**src/uniform_grid_resampler_defines.svh**
```systemverilog
// Assertion macros used by the resampler top-level source.
`ifndef UNIFORM_GRID_RESAMPLER_DEFINES_SVH
`define UNIFORM_GRID_RESAMPLER_DEFINES_SVH

// Same-cycle implication, disabled while reset is high.
`define UGR_ASSERT_IMPLY(label, clk, rst, cond, expr, msg) \
   label: assert property (@(posedge clk) disable iff (rst) (cond) |-> (expr)) \
      else $error(msg);

// Next-cycle implication, disabled while reset is high.
`define UGR_ASSERT_NEXT(label, clk, rst, cond, expr, msg) \
   label: assert property (@(posedge clk) disable iff (rst) (cond) |=> (expr)) \
      else $error(msg);

`endif

```
**src/ugr_div.sv**
```systemverilog
// Restoring divider, one quotient bit per cycle.
module ugr_div #(
   parameter int NUM_W = 35,
   parameter int DEN_W = 34
) (
   input  logic             clock,
   input  logic             reset,
   input  logic             start,
   input  logic [NUM_W-1:0] numer,
   input  logic [DEN_W-1:0] denom,
   output logic             done,
   output logic [NUM_W-1:0] quotient,
   output logic [DEN_W-1:0] remainder
);

   localparam int CNT_W = $clog2(NUM_W + 1);

   logic [CNT_W-1:0] count_ff, count_in;
   logic             busy_ff, busy_in;
   logic             done_ff, done_in;
   logic [NUM_W-1:0] quo_ff, quo_in;
   logic [DEN_W-1:0] rem_ff, rem_in;
   logic [DEN_W-1:0] den_ff, den_in;
   logic [DEN_W:0]   shifted;
   logic [DEN_W+1:0] diff;

   always_comb begin
      shifted  = {rem_ff, quo_ff[NUM_W-1]};
      diff     = {1'b0, shifted} - {2'b00, den_ff};
      count_in = count_ff;
      busy_in  = busy_ff;
      done_in  = 1'b0;
      quo_in   = quo_ff;
      rem_in   = rem_ff;
      den_in   = den_ff;
      if (start) begin
         quo_in   = numer;
         rem_in   = '0;
         den_in   = denom;
         count_in = CNT_W'(NUM_W);
         busy_in  = 1'b1;
      end else if (busy_ff) begin
         // The partial remainder stays below the divisor, so it fits DEN_W bits.
         rem_in   = diff[DEN_W+1] ? shifted[DEN_W-1:0] : diff[DEN_W-1:0];
         quo_in   = {quo_ff[NUM_W-2:0], ~diff[DEN_W+1]};
         count_in = count_ff - CNT_W'(1);
         if (count_ff == CNT_W'(1)) begin
            busy_in = 1'b0;
            done_in = 1'b1;
         end
      end
   end

   always_ff @(posedge clock) begin
      if (reset) begin
         count_ff <= '0;
         busy_ff  <= 1'b0;
         done_ff  <= 1'b0;
      end else begin
         count_ff <= count_in;
         busy_ff  <= busy_in;
         done_ff  <= done_in;
      end
      quo_ff <= quo_in;
      rem_ff <= rem_in;
      den_ff <= den_in;
   end

   assign done      = done_ff;
   assign quotient  = quo_ff;
   assign remainder = rem_ff;

endmodule

```
**config.mk**
```make
export PLATFORM = sky130hd
export DESIGN_NAME = ugr_div
export DESIGN_NICKNAME = d
export VERILOG_FILES = /design/src/uniform_grid_resampler_defines.svh /design/src/ugr_div.sv
export SDC_FILE = /design/constraint.sdc
export NUM_CORES = 1
export LEC_CHECK = 0
export BUFFER_PORTS_ARGS = -buffer_cell sky130_fd_sc_hd__buf_2
export CAP_MARGIN = 20
export CORE_UTILIZATION = 35
export CTS_BUF_LIST = sky130_fd_sc_hd__clkbuf_8
export CTS_CLUSTER_DIAMETER = 80
export DETAILED_ROUTE_END_ITERATION = 8
export PLACE_DENSITY = 0.57
export REMOVE_ABC_BUFFERS = 1
export SLEW_MARGIN = 20
export SYNTH_ARGS = -nofsm -noshare
export SYNTH_HDL_FRONTEND = slang
export SYNTH_SLANG_ARGS = --single-unit
```
**constraint.sdc**
```tcl
create_clock -name clock -period 3.7 [get_ports clock]
set_input_delay 0.555 -clock clock [delete_from_list [all_inputs] [get_ports clock]]
set_output_delay 0.555 -clock clock [all_outputs]
set_load 0.02 [all_outputs]
```
# Yosys cells after proc, flatten, opt, wreduce, memory -nomap -nowiden
# Cells that the tools add are included.
[totals] out_inout_bits=70 register_bits=111 wordCells=24 in_bits=72
[classes] muxes=9 eq_ne=1 n_bitwise=2 n_addsub=2 n_reduce_logical=3
[op_table] operator="$mux 35" count=2
[op_table] operator="$sub 35x34->36" count=1
[op_table] operator="$mux 34" count=1
[op_table] operator="$mux 6" count=2
[op_table] operator="$eq 6x1->1 const B" count=1
[op_table] operator="$sub 6x1->6 const B" count=1
[op_table] operator="$mux 1" count=4
[op_table] operator="$reduce_or 3->1" count=1
[op_table] operator="$not 1->1" count=2
[op_table] operator="$reduce_bool 2->1" count=1
[op_table] operator="$reduce_or 2->1" count=1

# Logic depth before layout (Yosys ltp)
[depth] depth_word=4 depth_mapped=14 depth_no_buf=12

# Least setup slack after synthesis
# Ideal clock, no wire load.
[synth_timing] path_type="register to register" startpoint="register quo_ff[34], in the netlist quotient[34]" endpoint="register rem_ff[26], in the netlist remainder[26]" setup_slack_ns=0.709 arrival_ns=2.849 setup_ns=0.142 period_less_slack_ns=2.991 stages_incl_launch_ff=13 n_path_buf=0 required_ns=3.558 cell_sequence="edfxtp_1 > inv_1 > ha_1 > inv_1 > fa_1 > a211oi_1 > o21a_1 > or4b_4 > and3_4 > o31a_1 > nor4b_1 > o32ai_1 > a311oi_1"
[synth_via] elab_chain_len=2
[synth_lines] item="start, declared" line_no="ugr_div.sv:21" rtl="logic [NUM_W-1:0] quo_ff, quo_in;"
[synth_lines] item="start signal, assigned" line_no="ugr_div.sv:64" rtl="quo_ff <= quo_in;"
[synth_lines] item="$sub 35x34->36" line_no="ugr_div.sv:29" rtl="diff = {1'b0, shifted} - {2'b00, den_ff};"
[synth_lines] item="$mux 34" line_no="ugr_div.sv:44" rtl="rem_in = diff[DEN_W+1] ? shifted[DEN_W-1:0] : diff[DEN_W-1:0];"
[synth_lines] item="end signal, assigned" line_no="ugr_div.sv:65" rtl="rem_ff <= rem_in;"
[synth_lines] item="end, declared" line_no="ugr_div.sv:22" rtl="logic [DEN_W-1:0] rem_ff, rem_in;"
# Every way passes these cells.
# A chain may end at the register's enable or synchronous reset.

# Final worst setup path
[layout_timing] startpoint="register quo_ff[34], in the netlist quotient[34]" endpoint="register rem_ff[32], in the netlist remainder[32]"
# The elaborated chain is that of the path after synthesis.

==> reports/metrics.csv <==
metric;value;unit
Synth top area share;32.29;%
Crit Path Class;reg -> reg;
post_cts resized;0;
Hold Path Depth;1;
DR vias/cell;5.282;
Pleak;3.215;nW
drt first pass iters;4;
actual slew at the worst max-slew pin;0.6701;ns
# clock sinks;111;
Final #Nets;879;
Final Cycle Share;89.39;%
area delta synth->final;17.08;%
CP required;4.01;ns
I/O pin count;142;
Area contributors post-synth;edfxtp_1 32%, dfxtp_1 13%, ha_1 7.0%;
post-synthesis sequential area ratio;45.40;%
start of the worst register-to-register path;quotient[34];
VDD IR-drop max;0.0001968;V
Initial Utilization;35.72;%
CORE AREA;17960;µm²
highest clock rate;0.3024;GHz
Die H;137.4;µm
worst min-delay path category;in -> reg;
FF-to-FF setup slack;0.39;ns
die width;137.4;µm
CTS buffer count;9;
Fill cells;1797;
WL/cell;16.45;µm
CTS Hold Bufs;0;
Worst slew margin;55.16;%
post-route cell area;7512;µm²
first-pass GRT wire length;26860;µm
ratio of cells with drive above 1 in the final layout;27.52;%
HPWL Detailed;12120;µm
asr flop ratio synth;0;%
setup TNS;0;ns
worst-path fanout max;5;
I/O Buffers;141;
Synth cell types;64;
Yosys warnings;0;
Core Rows;49;
die area;18880;µm²
detailed-route via count;5298;
vias in the first global route;5345;
worst reg-to-reg path cell count;12;
maximum clock path buffer count;2;
worst skew pair latency;0.41;ns
Max Cap Viol;0;
Synth Instances;646;
Worst Setup EP;remainder[32];
Iter 0 DRT Violations;335;
Synth Area per Inst;9.932;µm²
CP delay by family, top;compound AO/OA/AOI/OAI gates;
htree depth;3;
Worst path max stage delay;0.44;ns
minimum clock period;3.307;ns
CP startpoint;quotient[34];
total power after layout;3.279;mW
Overflow after GRT;0;
Synth Register Bits;111;
unrepaired setup endpoints after global routing;false;
worst-path cell chain;inv_1, ha_1, inv_1, fa_1, a211oi_1, o21a_1, or4b_4, a211oi_1, o22ai_1, nor4b_1, o32ai_1, a311oi_1;
Mapped Area;6416;µm²
Root Driver;clkbuf_8;
largest net degree at the start of global routing;46;
EDFF count, synth;69;
Post-CTS Setup Inserts;0;
status;complete, no violations;
Clock Pin Slew Worst Setup and Hold Paths;0.12;ns
stages on the worst setup path;12;
# DRC;0;
fin. max-slew vios;0;
WP data arrival;3.62;ns
Routed Antenna Nets;0;
GRT Total Usage;18.49;%
final setup vio count;0;
GP Congestion;0.8417;
antenna diode count;0;
Setup crit end kind;register;
Crit-path slowest cell;edfxtp_1;
Post-DP Area;7323;µm²
worst path buffer plus inverter count;2;
Final Hold Vio Count;0;
CTS tree;yes;
Top FF cell, synth;edfxtp_1;
P per Cell Area;436.5;nW/µm²
Routed WL;16500;µm
crit path launch type;register;
reg2reg end;remainder[32];
area leader, netlist;edfxtp_1;
clk_skew;0.01900;ns
initial antenna violation count;0;
cell usage in the layout, fill, tap and decap left out, types with 5 or more instances in the layout:
cell type	count
a21o_1	14
xnor2_1	21
clkbuf_8	9
a311oi_1	26
o21ai_0	36
nor2_1	75
nor4_1	5
a21oi_1	27
mux2_2	35
nand4_1	6
buf_2	140
dfxtp_1	41
nand3_1	35
inv_1	43
buf_4	11
nand2_1	26
nor3_1	17
edfxtp_1	69
o31ai_1	7
ha_1	36
xor2_1	9
power by group:
part	switching [mW]	internal, mW
logic	0.609	0.407
registers	0.0835	1.44
clock network	0.473	0.263
total	1.17	2.11
worst register-to-register path: stages (launching register included):
cell      delay, ns
edfxtp_1       0.44
inv_1          0.08
ha_1           0.17
inv_1          0.05
fa_1           0.41
a211oi_1       0.42
o21a_1         0.30
or4b_4         0.20
a211oi_1       0.10
o22ai_1        0.35
nor4b_1        0.29
o32ai_1        0.14
a311oi_1       0.27
logic make-up (layout without fill, tap and decap cells):
kind of cell | Yosys count | after routing | share of synthesized area [%]
buffers and inverters | 81 | 209 | 5.109
muxes | 37 | 37 | 6.455
and+or+nand+nor | 185 | 185 | 13.44
AOI/OAI and AO/OA | 165 | 165 | 18.18
xor gates and xnor gates | 30 | 30 | 4.095
adders and majority gates | 37 | 37 | 7.332
DFF | 111 | 111 | 45.40
layer usage:
metal	track usage (%)	vias to the layer above	part of all wire [%]
met5	0	-	0
met4	3.724	0	0.93
met1	23.22	2489	47
met2	30.54	140	46
li1	-	2656	-
met3	6.402	13	6.5
Yosys cell counts, types with 3 or more instances:
cell	number
mux2_2	35
a21oi_1	27
dfxtp_1	42
o21bai_1	4
o31ai_1	7
a21o_1	14
edfxtp_1	69
nor4b_1	3
buf_1	3
a31oi_1	3
nor4_1	5
nor3_1	17
nand3_1	35
xnor2_1	21
o21a_1	4
clkbuf_1	24
ha_1	36
buf_4	4
a211o_1	3
xor2_1	9
nor2_1	76
buf_2	7
o21ai_1	3
nand4_1	6
a311oi_1	26
a211oi_1	4
a221oi_1	4
nand2_1	26
o21ai_0	36
inv_1	43
nor2b_1	4
o221ai_1	3
flip-flops by register name, summed over array words and instances (netlist names):
signal / cells
remainder: 34
done: 1
den_ff: 34
quotient: 35
count_ff: 6
busy_ff: 1
stage by stage:
step | cells | hold WS [ns] | utilization, % | worst slack [ns]
floorplan | 608 | 0.5320 | - | 0.4639
global placement | 988 | 0.4964 | 40.77 | 0.4911
detailed placement | 988 | 0.4978 | 40.77 | 0.4351
CTS | 1003 | 0.2911 | 41.82 | 0.4064
global route | 1003 | 0.2854 | 41.82 | 0.01921
finish | 1003 | 0.3147 | 41.82 | 0.3927
cell type report:
type | count | area [µm²] | area share [%]
clock buffer | 9 | 123.9 | 1.649
clock inverter | 6 | 65.06 | 0.8661
inverter | 43 | 161.4 | 2.149
multi-input combinational | 454 | 3178 | 42.31
sequential | 111 | 2914 | 38.79
tap | 229 | 286.5 | 3.814
timing repair buffer | 151 | 783.3 | 10.43
how the worst min path moves through the flow:
stage / end / startpoint / slack, ns
floorplan: count_ff[4] / count_ff[4] / 0.53
global placement: remainder[16] / remainder[16] / 0.50
detailed placement: remainder[16] / remainder[16] / 0.50
CTS: den_ff[0] / denom[0] / 0.29
global route: den_ff[29] / denom[29] / 0.29
finish: den_ff[31] / denom[31] / 0.31
(Power assumes the default switching activity.)
