## config.mk

```make
export PLATFORM = sky130hd
export DESIGN_NAME = ugr_lane
export DESIGN_NICKNAME = d
export VERILOG_FILES = /design/src/uniform_grid_resampler_defines.svh /design/src/ugr_pkg.sv /design/src/ugr_div.sv /design/src/ugr_lane.sv
export SDC_FILE = /design/constraint.sdc
export NUM_CORES = 1
export LEC_CHECK = 0
export ABC_AREA = 1
export BUFFER_PORTS_ARGS = -buffer_cell sky130_fd_sc_hd__buf_2
export CAP_MARGIN = 20
export CORE_MARGIN = 2
export CORE_UTILIZATION = 30
export DETAILED_ROUTE_END_ITERATION = 7
export HOLD_SLACK_MARGIN = 0.06
export PLACE_DENSITY = 0.52
export SLEW_MARGIN = 30
export SYNTH_ARGS = -nofsm -noshare
export SYNTH_HDL_FRONTEND = slang
export SYNTH_SLANG_ARGS = --single-unit
```

## constraint.sdc

```tcl
create_clock -name clock -period 8.73 [get_ports clock]
set_input_delay 1.746 -clock clock [delete_from_list [all_inputs] [get_ports clock]]
set_output_delay 1.746 -clock clock [all_outputs]
set_load 0.02 [all_outputs]
```

## src/uniform_grid_resampler_defines.svh

```systemverilog
// Assertion macros used by the resampler top-level source.
`ifndef UNIFORM_GRID_RESAMPLER_DEFINES_SVH
`define UNIFORM_GRID_RESAMPLER_DEFINES_SVH

// Same-cycle implication, disabled while reset is high.
`define UGR_ASSERT_IMPLY(label, clk, rst, cond, expr, msg) \
   label: assert property (@(posedge clk) disable iff (rst) (cond) |-> (expr)) \
      else $error(msg);

// Next-cycle implication, disabled while reset is high.
`define UGR_ASSERT_NEXT(label, clk, rst, cond, expr, msg) \
   label: assert property (@(posedge clk) disable iff (rst) (cond) |=> (expr)) \
      else $error(msg);

`endif

```

## src/ugr_pkg.sv

```systemverilog
package ugr_pkg;

   localparam int MAX_VALUES_DEF = 4;
   localparam int MAX_GAP_DEF    = 16;
   localparam int INDEX_BITS_DEF = 20;

   localparam int VALUE_FIELDS = 4;
   localparam int TIME_W       = 32;
   localparam int GRID_W       = 20;
   localparam int STRIDE_W     = 11;
   localparam int NUMV_W       = 3;
   localparam int CSR_IDX_W    = 1;
   localparam int CSR_DATA_W   = 11;

   localparam logic [STRIDE_W-1:0] STRIDE_RST = STRIDE_W'(1);
   localparam logic [NUMV_W-1:0]   NUMV_RST   = NUMV_W'(4);

   typedef enum logic {CMD_DATA = 1'b0, CMD_FLUSH = 1'b1} command_type;

   typedef enum logic [1:0] {
      ST_OK        = 2'd0,
      ST_ZERO_STEP = 2'd1,
      ST_BACKWARD  = 2'd2,
      ST_GAP       = 2'd3
   } status_type;

   typedef enum logic [CSR_IDX_W-1:0] {
      CSR_STRIDE     = 1'b0,
      CSR_NUM_VALUES = 1'b1
   } csr_type;

   typedef enum logic [1:0] {
      ROWS_NONE   = 2'd0,
      ROWS_ORIGIN = 2'd1,
      ROWS_STEP   = 2'd2
   } rows_type;

   typedef enum logic [3:0] {
      S_IDLE, S_MUL, S_STEP, S_INDEX, S_IDXW, S_HELD, S_ADV, S_MID, S_DONE, S_ERR, S_FLUSH
   } state_type;

   // Commands from the sequencer to every column lane.
   typedef struct packed {
      logic take;     // capture the word straight into the held row
      logic load;     // capture the word as the new row
      logic commit;   // new row becomes the held row
      logic start;    // begin the slope division
      logic advance;  // step to the next interpolated row
   } lane_ctl_type;

endpackage

```

## src/ugr_div.sv

```systemverilog
// Restoring divider, one quotient bit per cycle.
module ugr_div #(
   parameter int NUM_W = 35,
   parameter int DEN_W = 34
) (
   input  logic             clock,
   input  logic             reset,
   input  logic             start,
   input  logic [NUM_W-1:0] numer,
   input  logic [DEN_W-1:0] denom,
   output logic             done,
   output logic [NUM_W-1:0] quotient,
   output logic [DEN_W-1:0] remainder
);

   localparam int CNT_W = $clog2(NUM_W + 1);

   logic [CNT_W-1:0] count_ff, count_in;
   logic             busy_ff, busy_in;
   logic             done_ff, done_in;
   logic [NUM_W-1:0] quo_ff, quo_in;
   logic [DEN_W-1:0] rem_ff, rem_in;
   logic [DEN_W-1:0] den_ff, den_in;
   logic [DEN_W:0]   shifted;
   logic [DEN_W+1:0] diff;

   always_comb begin
      shifted  = {rem_ff, quo_ff[NUM_W-1]};
      diff     = {1'b0, shifted} - {2'b00, den_ff};
      count_in = count_ff;
      busy_in  = busy_ff;
      done_in  = 1'b0;
      quo_in   = quo_ff;
      rem_in   = rem_ff;
      den_in   = den_ff;
      if (start) begin
         quo_in   = numer;
         rem_in   = '0;
         den_in   = denom;
         count_in = CNT_W'(NUM_W);
         busy_in  = 1'b1;
      end else if (busy_ff) begin
         // The partial remainder stays below the divisor, so it fits DEN_W bits.
         rem_in   = diff[DEN_W+1] ? shifted[DEN_W-1:0] : diff[DEN_W-1:0];
         quo_in   = {quo_ff[NUM_W-2:0], ~diff[DEN_W+1]};
         count_in = count_ff - CNT_W'(1);
         if (count_ff == CNT_W'(1)) begin
            busy_in = 1'b0;
            done_in = 1'b1;
         end
      end
   end

   always_ff @(posedge clock) begin
      if (reset) begin
         count_ff <= '0;
         busy_ff  <= 1'b0;
         done_ff  <= 1'b0;
      end else begin
         count_ff <= count_in;
         busy_ff  <= busy_in;
         done_ff  <= done_in;
      end
      quo_ff <= quo_in;
      rem_ff <= rem_in;
      den_ff <= den_in;
   end

   assign done      = done_ff;
   assign quotient  = quo_ff;
   assign remainder = rem_ff;

endmodule

```

## src/ugr_lane.sv

```systemverilog
// One column: holds the held and new values and walks the interpolated rows
// with a quotient/remainder accumulator, so that only one division per row
// pair is needed.
module ugr_lane import ugr_pkg::*; #(
   parameter int MAX_GAP = MAX_GAP_DEF,
   localparam int G_W = $clog2(MAX_GAP + 1)
) (
   input  logic                     clock,
   input  logic                     reset,
   input  lane_ctl_type             ctl,
   input  logic signed [TIME_W-1:0] in_value,
   input  logic [G_W-1:0]           gap,
   output logic signed [TIME_W-1:0] held_value,
   output logic signed [TIME_W-1:0] mid_value,
   output logic                     ready
);

   localparam int GAP_W  = G_W + 1;
   localparam int DIFF_W = TIME_W + 2;
   localparam int ACC_W  = TIME_W + 4;

   logic signed [TIME_W-1:0] held_ff, held_in;
   logic signed [TIME_W-1:0] new_ff, new_in;
   logic                     neg_ff, neg_in;
   logic [GAP_W-1:0]         g2_ff, g2_in;
   logic signed [ACC_W-1:0]  acc_ff, acc_in;
   logic [GAP_W-1:0]         rem_ff, rem_in;
   logic signed [ACC_W-1:0]  qd_ff, qd_in;
   logic [GAP_W-1:0]         rd_ff, rd_in;
   logic                     ready_ff, ready_in;

   logic signed [TIME_W:0]   delta;
   logic signed [DIFF_W-1:0] dbl;
   logic [DIFF_W-1:0]        mag;
   logic [GAP_W-1:0]         g2;
   logic                     div_done;
   logic [DIFF_W-1:0]        div_q;
   logic [GAP_W-1:0]         div_r;
   logic signed [ACC_W-1:0]  step_sum;
   logic [GAP_W:0]           rem_sum;

   ugr_div #(.NUM_W(DIFF_W), .DEN_W(GAP_W)) u_div (
      .clock     (clock),
      .reset     (reset),
      .start     (ctl.start),
      .numer     (mag),
      .denom     (g2),
      .done      (div_done),
      .quotient  (div_q),
      .remainder (div_r)
   );

   always_comb begin
      delta    = {new_ff[TIME_W-1], new_ff} - {held_ff[TIME_W-1], held_ff};
      dbl      = {delta, 1'b0};
      mag      = dbl[DIFF_W-1] ? DIFF_W'(-dbl) : DIFF_W'(dbl);
      g2       = {gap, 1'b0};
      step_sum = acc_ff + qd_ff;
      rem_sum  = {1'b0, rem_ff} + {1'b0, rd_ff};

      held_in  = held_ff;
      new_in   = new_ff;
      neg_in   = neg_ff;
      g2_in    = g2_ff;
      acc_in   = acc_ff;
      rem_in   = rem_ff;
      qd_in    = qd_ff;
      rd_in    = rd_ff;
      ready_in = ready_ff;

      if (ctl.take) begin
         held_in = in_value;
      end
      if (ctl.load) begin
         new_in = in_value;
      end
      if (ctl.commit) begin
         held_in = new_ff;
      end
      if (ctl.start) begin
         // Row zero is the held value with remainder g out of 2g.
         acc_in   = ACC_W'(held_ff);
         rem_in   = GAP_W'(gap);
         g2_in    = g2;
         neg_in   = dbl[DIFF_W-1];
         ready_in = 1'b0;
      end
      if (div_done) begin
         // Turn the magnitude division into a floor division of the slope.
         if (neg_ff) begin
            if (div_r != '0) begin
               qd_in = -ACC_W'(div_q) - ACC_W'(1);
               rd_in = g2_ff - div_r;
            end else begin
               qd_in = -ACC_W'(div_q);
               rd_in = '0;
            end
         end else begin
            qd_in = ACC_W'(div_q);
            rd_in = div_r;
         end
         ready_in = 1'b1;
      end
      if (ctl.advance) begin
         if (rem_sum >= {1'b0, g2_ff}) begin
            acc_in = step_sum + ACC_W'(1);
            rem_in = GAP_W'(rem_sum - {1'b0, g2_ff});
         end else begin
            acc_in = step_sum;
            rem_in = rem_sum[GAP_W-1:0];
         end
      end
   end

   always_ff @(posedge clock) begin
      if (reset) begin
         ready_ff <= 1'b0;
      end else begin
         ready_ff <= ready_in;
      end
      held_ff <= held_in;
      new_ff  <= new_in;
      neg_ff  <= neg_in;
      g2_ff   <= g2_in;
      acc_ff  <= acc_in;
      rem_ff  <= rem_in;
      qd_ff   <= qd_in;
      rd_ff   <= rd_in;
   end

   assign held_value = held_ff;
   assign mid_value  = acc_ff[TIME_W-1:0];
   assign ready      = ready_ff;

endmodule

```

# Word-level counts from Yosys, hierarchy flattened
# Index checks and enable logic that the tools add are counted.
classes:
  mux: 24
  bitwise_logic: 2
  addsub: 11
  magnitude_cmp: 1
  reduce_logical: 7
  n_eq_ne: 1
ops:
  columns: ["cell", "n"]
  rows:
  - ["$mux W36", 4]
  - ["$mux W34", 4]
  - ["$mux W32", 2]
  - ["$mux W6", 8]
  - ["$add A36 B2 Y36 const B", 1]
  - ["$add A36 B36 Y36", 1]
  - ["$neg A34 Y36", 1]
  - ["$sub A36 B1 Y36 const B", 1]
  - ["$neg A34 Y34", 1]
  - ["$sub A32 B32 Y33", 1]
  - ["$sub A6 B6 Y6", 2]
  - ["$reduce_bool A2 Y1", 4]
  - ["$sub A7 B6 Y8", 1]
  - ["$add A6 B6 Y7", 1]
  - ["$ge A7 B6 Y1", 1]
  - ["$eq A6 B1 Y1 const B", 1]
  - ["$mux W1", 6]
  - ["$reduce_bool A6 Y1", 1]
  - ["$sub A6 B1 Y6 const B", 1]
  - ["$reduce_or A3 Y1", 1]
  - ["$not A1 Y1", 2]
  - ["$reduce_or A2 Y1", 1]
word_totals:
  ff_bits: 203
  out_inout_bits: 65
  word_cells: 62

# Depth between registers and ports, before layout
# Gate-level depths: netlist of run 1.
logic_depth:
  word_depth: 4
  mapped_depth: 22
  ltp_nobuf: 22

# Cells and area by module
# Synthesis of run 1 repeated with hierarchy kept, for this count alone.
hier_totals:
  cells_unflattened: 2687
  hier_area_um2: 17838.4
modules_own_cells:
  columns: ["mod", "area_each_um2", "cells_each", "seq_area_each_um2", "n_inst"]
  rows:
  - ["ugr_lane", 15235.9, 2397, 4404.2, 1]
  - ["ugr_div", 2602.5, 290, 1481.4, 1]

# Worst setup path after synthesis of run 1
# OpenSTA, ideal clock, no wires.
synth_timing:
  path_type: "input-to-reg"
  start: "in ctl[1] (netlist name)"
  end: "reg acc_ff[0] (enable)"
  t_arrival_ns: 2.972
  path_buffers: 1
  path_slack_ns: 5.362
  stages: 3
  required_ns: 8.334
  path_cell_list: "clkinv_1 -> clkbuf_1 -> nand2_1"
synth_between:
  elab_chain_cells: 1
synth_lines:
  columns: ["item", "line", "source"]
  rows:
  - ["start: declaration", "ugr_lane.sv:10", "input lane_ctl_type ctl,"]
  - ["$reduce_bool A2 Y1 (no line)", null, null]
  - ["end signal: assignment", "ugr_lane.sv:125", "acc_ff <= acc_in;"]
  - ["end: declaration", "ugr_lane.sv:26", "logic signed [ACC_W-1:0] acc_ff, acc_in;"]
# No other way between the ends.
# A chain may end at the register's enable or synchronous reset.

# Worst setup path after layout of run 1
layout_timing:
  start: "reg rd_ff[0]"
  end: "reg acc_ff[26], data pin"
layout_between:
  elab_chain_cells: 4
layout_lines:
  columns: ["item", "line", "source"]
  rows:
  - ["start: declaration", "ugr_lane.sv:29", "logic [GAP_W-1:0] rd_ff, rd_in;"]
  - ["start signal: assignment", "ugr_lane.sv:128", "rd_ff <= rd_in;"]
  - ["$add A6 B6 Y7", "ugr_lane.sv:59", "rem_sum = {1'b0, rem_ff} + {1'b0, rd_ff};"]
  - ["$ge A7 B6 Y1", "ugr_lane.sv:105", "if (rem_sum >= {1'b0, g2_ff}) begin"]
  - ["$mux W36", "ugr_lane.sv:105", null]
  - ["$mux W36", "ugr_lane.sv:104", "if (ctl.advance) begin"]
  - ["net acc_in[26]", "ugr_lane.sv:26", null]
# The timed path passes the listed nets, and every way through them passes these cells.

==> impl_results.md, run 1 <==
* Final setup fails at 0
* Final Hold Fails at 0
* Hold Crit Endpoint: u_div.remainder[0]
* Syn Area/Cell at 6.69 um^2
* R2r endpoint: acc_ff[26]
* Max cap viols at 0
* Initial antenna violation count at 1
* CTS resizes at 0
* Synth Flop Type: edfxtp_1
* Min setup slack post-route at 4670 ps
* TritonCTS Sinks at 195
* Fillers at 6,316
* Root buffer cell: clkbuf_16
* Wirelength per Cell at 15.6 um
* Clk_lat worst skew at 480 ps
* Placement Setup Slack at 4200 ps
* CP Buf/Inv Count at 3
* Core ar. at 56,400 um^2
* All-Layer GR Usage at 0.183
* Status: complete, no violations
* Fin crit share at 0.465
* Slew HR at 0.438
* Die width at 243 um
* Clock Path Buffers at 2
* First-pass GRT wire length at 84.6 mm
* DR vias at 15,900
* Synthesized Nets at 2,694
* Hold path startpoint: u_div.quotient[33]
* Design Power at 4.16 mW
* Syn. warnings at 0
* Leak at 9.42 nW
* Grt total ovfl at 0
* Buffers added on ports at 108
* Depth of the CTS H-tree at 4
* 1st-iter DRT viols at 871
* Setup TNS at 0 ps
* Clock-pin slew on the worst setup and hold paths at 90 ps
* EDFF count, synth at 180
* Synth Register Bits at 195
* Slew at the pin with the worst max-slew slack at 843 ps
* CP Capture Type: register
* Full die area at 58,900 um^2
* R2R depth at 19
* WP data arrival at 4260 ps
* Top-Level Pins at 109
* Post-synthesis cell area at 17,100 um^2
* Sequential area share after synthesis at 0.334
* Top cells by area, synth: edfxtp_1 32%, nand2_1 22%, inv_1 8.4%
* Minimum clock period at 4060 ps
* Via-to-Cell Ratio at 4.65
* Die H at 243 um
* Number of global-route vias before repair at 15,800
* Top-count cell post-synth: nand2_1
* Worst r2r src: rd_ff[0]
* Post-synth top area share at 0.316
* TritonCTS clock tree: built
* Hpwl dp at 44.5 mm
* Nets at 2,795
* RSZ-0062 raised after global routing: no
* Initial DRT Pass Iterations at 5
* Layout cells sized above 1 at 0.0888
* Cell at the slowest stage of the critical path: fa_1
* R2R Setup Slk at 4670 ps
* DRC viols at 0
* Hold WS at 446 ps
* Yosys top cell by area: edfxtp_1
* Family with the most delay on the worst path: adder cells
* Stages on the worst setup path at 19
* CTS buffer count at 17
* GPL Wtd Cong at 0.886
* Maximum vdd ir drop at 0.153 mV
* Setup bufs post-CTS at 0
* Post-synth ARST share at 0
* Power density over cell area at 218 nW/um^2
* Critical Path, Cell by Cell: ha_1 > fa_1 > a21oi_1 > o21ai_1 > xnor2_1 > inv_1 > ha_1 > nand4_1 > o21ai_0 > a21oi_1 > nand2_1 > buf_4 > clkinv_1 > nor2_1 > nand2_1 > nor2_2 > nand3_1 > nand3_1 > o21ai_0
* Largest net degree at the start of global routing at 48
* Setup Skew at 15.4 ps
* Max Clk Rate at 0.246 GHz
* Final ANT Viol Nets at 0
* Synth unique cells at 59
* Peak fanout along the critical path at 20
* Hold Path Class: register to register
* Setup crit start: rd_ff[0]
* Synthesized instance count at 2,555
* Starting Density at 0.303
* Number of hold buffers added after cts at 0
* WL final at 53.4 mm
* Crit path largest cell delay at 420 ps
* Area growth syn-to-layout at 11.5%
* CP startpoint kind: register
* Crit Path Class: register to register
* Slew Limit Fails at 0
* Critical path data required time at 8930 ps
* Hold path depth at 2
* Post-synth top cells: 979 x nand2_1, 383 x inv_1, 211 x nor2_1, 201 x nand3_1, 180 x edfxtp_1
* Site row count at 87
[power by group]
group | total [mW] | internal (mW) | switching (mW) | leakage (nW)
registers | 1.35 | 1.21 | 0.138 | 1.91
logic | 2.01 | 0.649 | 1.36 | 7.22
clock network | 0.803 | 0.381 | 0.422 | 0.285
[placed cells by master, fill, tap and decap left out, types with 5 or more instances in the layout]
cell,instances
o21ai_1,18
clkbuf_16,17
a21oi_1,57
nand3b_1,15
ha_1,89
nor2_4,7
dfxtp_1,15
xor2_1,59
edfxtp_1,180
xnor2_1,26
inv_8,5
nand3_1,201
o22ai_1,10
nor2_1,211
nor2_2,20
nor3_1,26
inv_2,13
o21ai_0,93
nand4_1,36
fa_1,6
buf_2,108
inv_1,382
nand3_2,9
nand2_2,13
nand2_1,978
buf_4,7
[routing by layer]
layer	vias up	GRT usage	wire, um	share of wire
met1	7227	0.249	26100	0.49
met5	-	0	0	0
met2	280	0.305	24300	0.46
li1	8364	-	-	-
met4	0	0.0581	1320	0.025
met3	58	0.0209	1700	0.032
[worst max-delay path by stage]
| stage | end | slack [ps] |
|---|---|---|
| 2_1_floorplan | acc_ff[0] | 5360 |
| 3_3_place_gp | acc_ff[2] | 3950 |
| 3_5_place_dp | acc_ff[4] | 4200 |
| 4_1_cts | acc_ff[26] | 4610 |
| 5_1_grt | acc_ff[26] | 4220 |
| 6_report | acc_ff[26] | 4670 |
[state kept, by name, summed over array words and instances (netlist names)]
| register | cells |
|---|---|
| u_div.count_ff | 6 |
| u_div.busy_ff | 1 |
| new_ff | 32 |
| acc_ff | 32 |
| g2_ff | 5 |
| u_div.remainder | 6 |
| u_div.quotient | 34 |
| ready | 1 |
| neg_ff | 1 |
| u_div.done | 1 |
| rem_ff | 6 |
| qd_ff | 32 |
| rd_ff | 6 |
| held_value | 32 |
[logic make-up (layout without fill, tap and decap cells)]
family          Yosys count  count (layout)  synth area share
other cells               0               1                 0
fa+ha+maj                95              95            0.0722
flops                   195             195             0.334
buf+inv                 431             545            0.0961
compound gates          199             199            0.0623
xor+xnor                 92              92            0.0509
simple gates           1543            1543             0.385
[through the flow]
stage | utilization | cell area, um^2 | instances
after global placement | 0.328 | 18500 | 3393
after detailed placement | 0.328 | 18500 | 3393
after global routing | 0.338 | 19100 | 3425
after CTS | 0.338 | 19100 | 3425
final | 0.338 | 19100 | 3426
after floorplan | - | 17100 | 2555
[worst reg2reg max path, delay by kind of cell, from the launching register on]
kind | cells | cell delay [ps]
buffers and inverters | 3 | 740
adder cells (fa/ha/maj) | 3 | 970
AND/OR/NAND/NOR | 7 | 910
flip-flops | 1 | 390
XOR/XNOR | 1 | 150
AO/OA/AOI/OAI | 5 | 630
[final cells by class]
cell class,count,area (um^2),share of cell area
antenna,1,2.50,0.000131
clock buffer,17,425,0.0223
clock inverter,15,141,0.00742
inverter,398,1500,0.0785
multi-input combinational,1929,9740,0.511
sequential,195,5710,0.299
tap,756,946,0.0496
timing repair buffer,115,593,0.0311
Note: power is estimated with default switching activity, not from simulation.
==> run 2: changes to the inputs <==
- PLACE_DENSITY: 0.52 -> 0.54
- clock period: 8.73 -> 3.35 ns (I/O delays scaled with it)
==> run 2 against run 1 <==
  * Sequential share of layout area shrank 1.1 points
  * Combinational power grew to 2.9 times the previous value
  * Total power grew to 2.7 times the previous value
  * Sequential power grew to 2.6 times the previous value
  * Critical path depth shrank 2
==> impl_results.md, run 2 (synthesis results as in run 1) <==
* Status: complete, no violations
* Core ar. at 56,400 um^2
* Initial antenna violation count at 1
* WL final at 54.1 mm
* Number of hold buffers added after cts at 0
* Clk_lat worst skew at 470 ps
* Leak at 9.72 nW
* RSZ-0062 raised after global routing: yes
* DR vias at 16,300
* Slew Limit Fails at 0
* Final ANT Viol Nets at 0
* Slew at the pin with the worst max-slew slack at 865 ps
* DRC viols at 0
* Grt total ovfl at 0
* Largest register FFs at 34
* Wirelength per Cell at 15.5 um
* Full die area at 58,900 um^2
* Crit Path Class: register to register
* CP Capture Type: register
* All-Layer GR Usage at 0.185
* CTS buffer count at 17
* Fin crit share at 0.966
* Peak fanout along the critical path at 5
* Minimum clock period at 3230 ps
* TritonCTS Sinks at 195
* TritonCTS clock tree: built
* Most frequent cells in the layout: 971 x nand2_1, 382 x inv_1, 195 x nand3_1
* 1st-iter DRT viols at 984
* Die width at 243 um
* Via-to-Cell Ratio at 4.67
* Nets at 2,851
* Max Clk Rate at 0.309 GHz
* Setup TNS at 0 ps
* WP data arrival at 3450 ps
* Critical path data required time at 3560 ps
* Top-Level Pins at 109
* Hold WS at 382 ps
* Final Hold Fails at 0
* First-pass GRT wire length at 85.3 mm
* Site row count at 87
* Setup Skew at 19.1 ps
* Buffers added on ports at 108
* Hpwl dp at 45.3 mm
* Number of global-route vias before repair at 16,000
* Largest net degree at the start of global routing at 40
* Fillers at 6,199
* Clock Path Buffers at 2
* Root buffer cell: clkbuf_16
* Design Power at 11.4 mW
* Power density over cell area at 577 nW/um^2
* Initial DRT Pass Iterations at 5
* Most common cell after layout, fill and taps aside: nand2_1
* Depth of the CTS H-tree at 4
* GPL Wtd Cong at 0.928
* Area growth syn-to-layout at 15.7%
* Die H at 243 um
* Starting Density at 0.303
* Maximum vdd ir drop at 0.403 mV
* Area occupied by multi-input gates at 10,000 um^2
* Max cap viols at 0
* Sequential cell area at 5710 um^2
* Layout cells sized above 1 at 0.125
* Final setup fails at 0
* Slew HR at 0.423
* Clock-pin slew on the worst setup and hold paths at 90 ps
* Hold Path Class: input port to register
* CP startpoint kind: register
[run 2: area by class of cell]
cell class	instances	share of cell area
Tap cell	756	0.0478
Sequential cell	195	0.289
Timing Repair Buffer	171	0.0519
Multi-Input combinational cell	1929	0.507
Clock buffer	18	0.0228
Inverter	398	0.0757
Clock inverter	14	0.00658
Antenna cell	1	0.000127
[run 2: per-layer routing]
metal / wire length [um] / global-route usage
met1: 25800 / 0.246
met2: 24800 / 0.311
met3: 1970 / 0.0193
met4: 1470 / 0.0641
met5: 0 / 0
[run 2: worst max-delay path, cell delays in order, from the launching register on]
cell and delay, ps:
edfxtp_1 380, ha_2 210, fa_2 370, buf_4 150, xor2_2 160, fa_2 380
nand2_2 70, nand2_1 70, a21oi_2 160, o21ai_2 80, a21oi_2 170, nand2_4 130
nand2_2 120, a21oi_4 50, buf_4 160, nand2_1 80, xor2_1 150, o21ai_0 80
[run 2: timing repair]
action	4_1_cts	5_1_grt
gates resized for setup	15	64
setup buffers	0	12
pin swaps	7	22
endpoints found under the setup margin	20	58
hold endpoints to repair	0	0
[run 2: metrics by stage]
step,setup slack (ps),cells,util,area (um^2)
after detailed placement,-206,3437,0.334,18800
after global placement,-190,3437,0.334,18800
after floorplan,104,2555,-,17100
final,115,3482,0.351,19800
after global routing,-56.3,3481,0.351,19800
after CTS,10.5,3469,0.345,19400
[run 2: where the power goes]
part           internal (mW)  switching, mW  total [mW]  leakage (nW)
sequential              3.14          0.322        3.47          1.91
combinational           2.04           3.81        5.85          7.52
clock                   1.03           1.06        2.09         0.287
[run 2: final timing paths]
check	start	endpoint	slack [ps]	cells past startpoint
max reg2reg	rd_ff[0]	acc_ff[14]	120	17
min	in_value[18]	new_ff[18]	380	1
max	rd_ff[0]	acc_ff[14]	120	17
min reg2reg	u_div.count_ff[4]	u_div.count_ff[4]	480	1
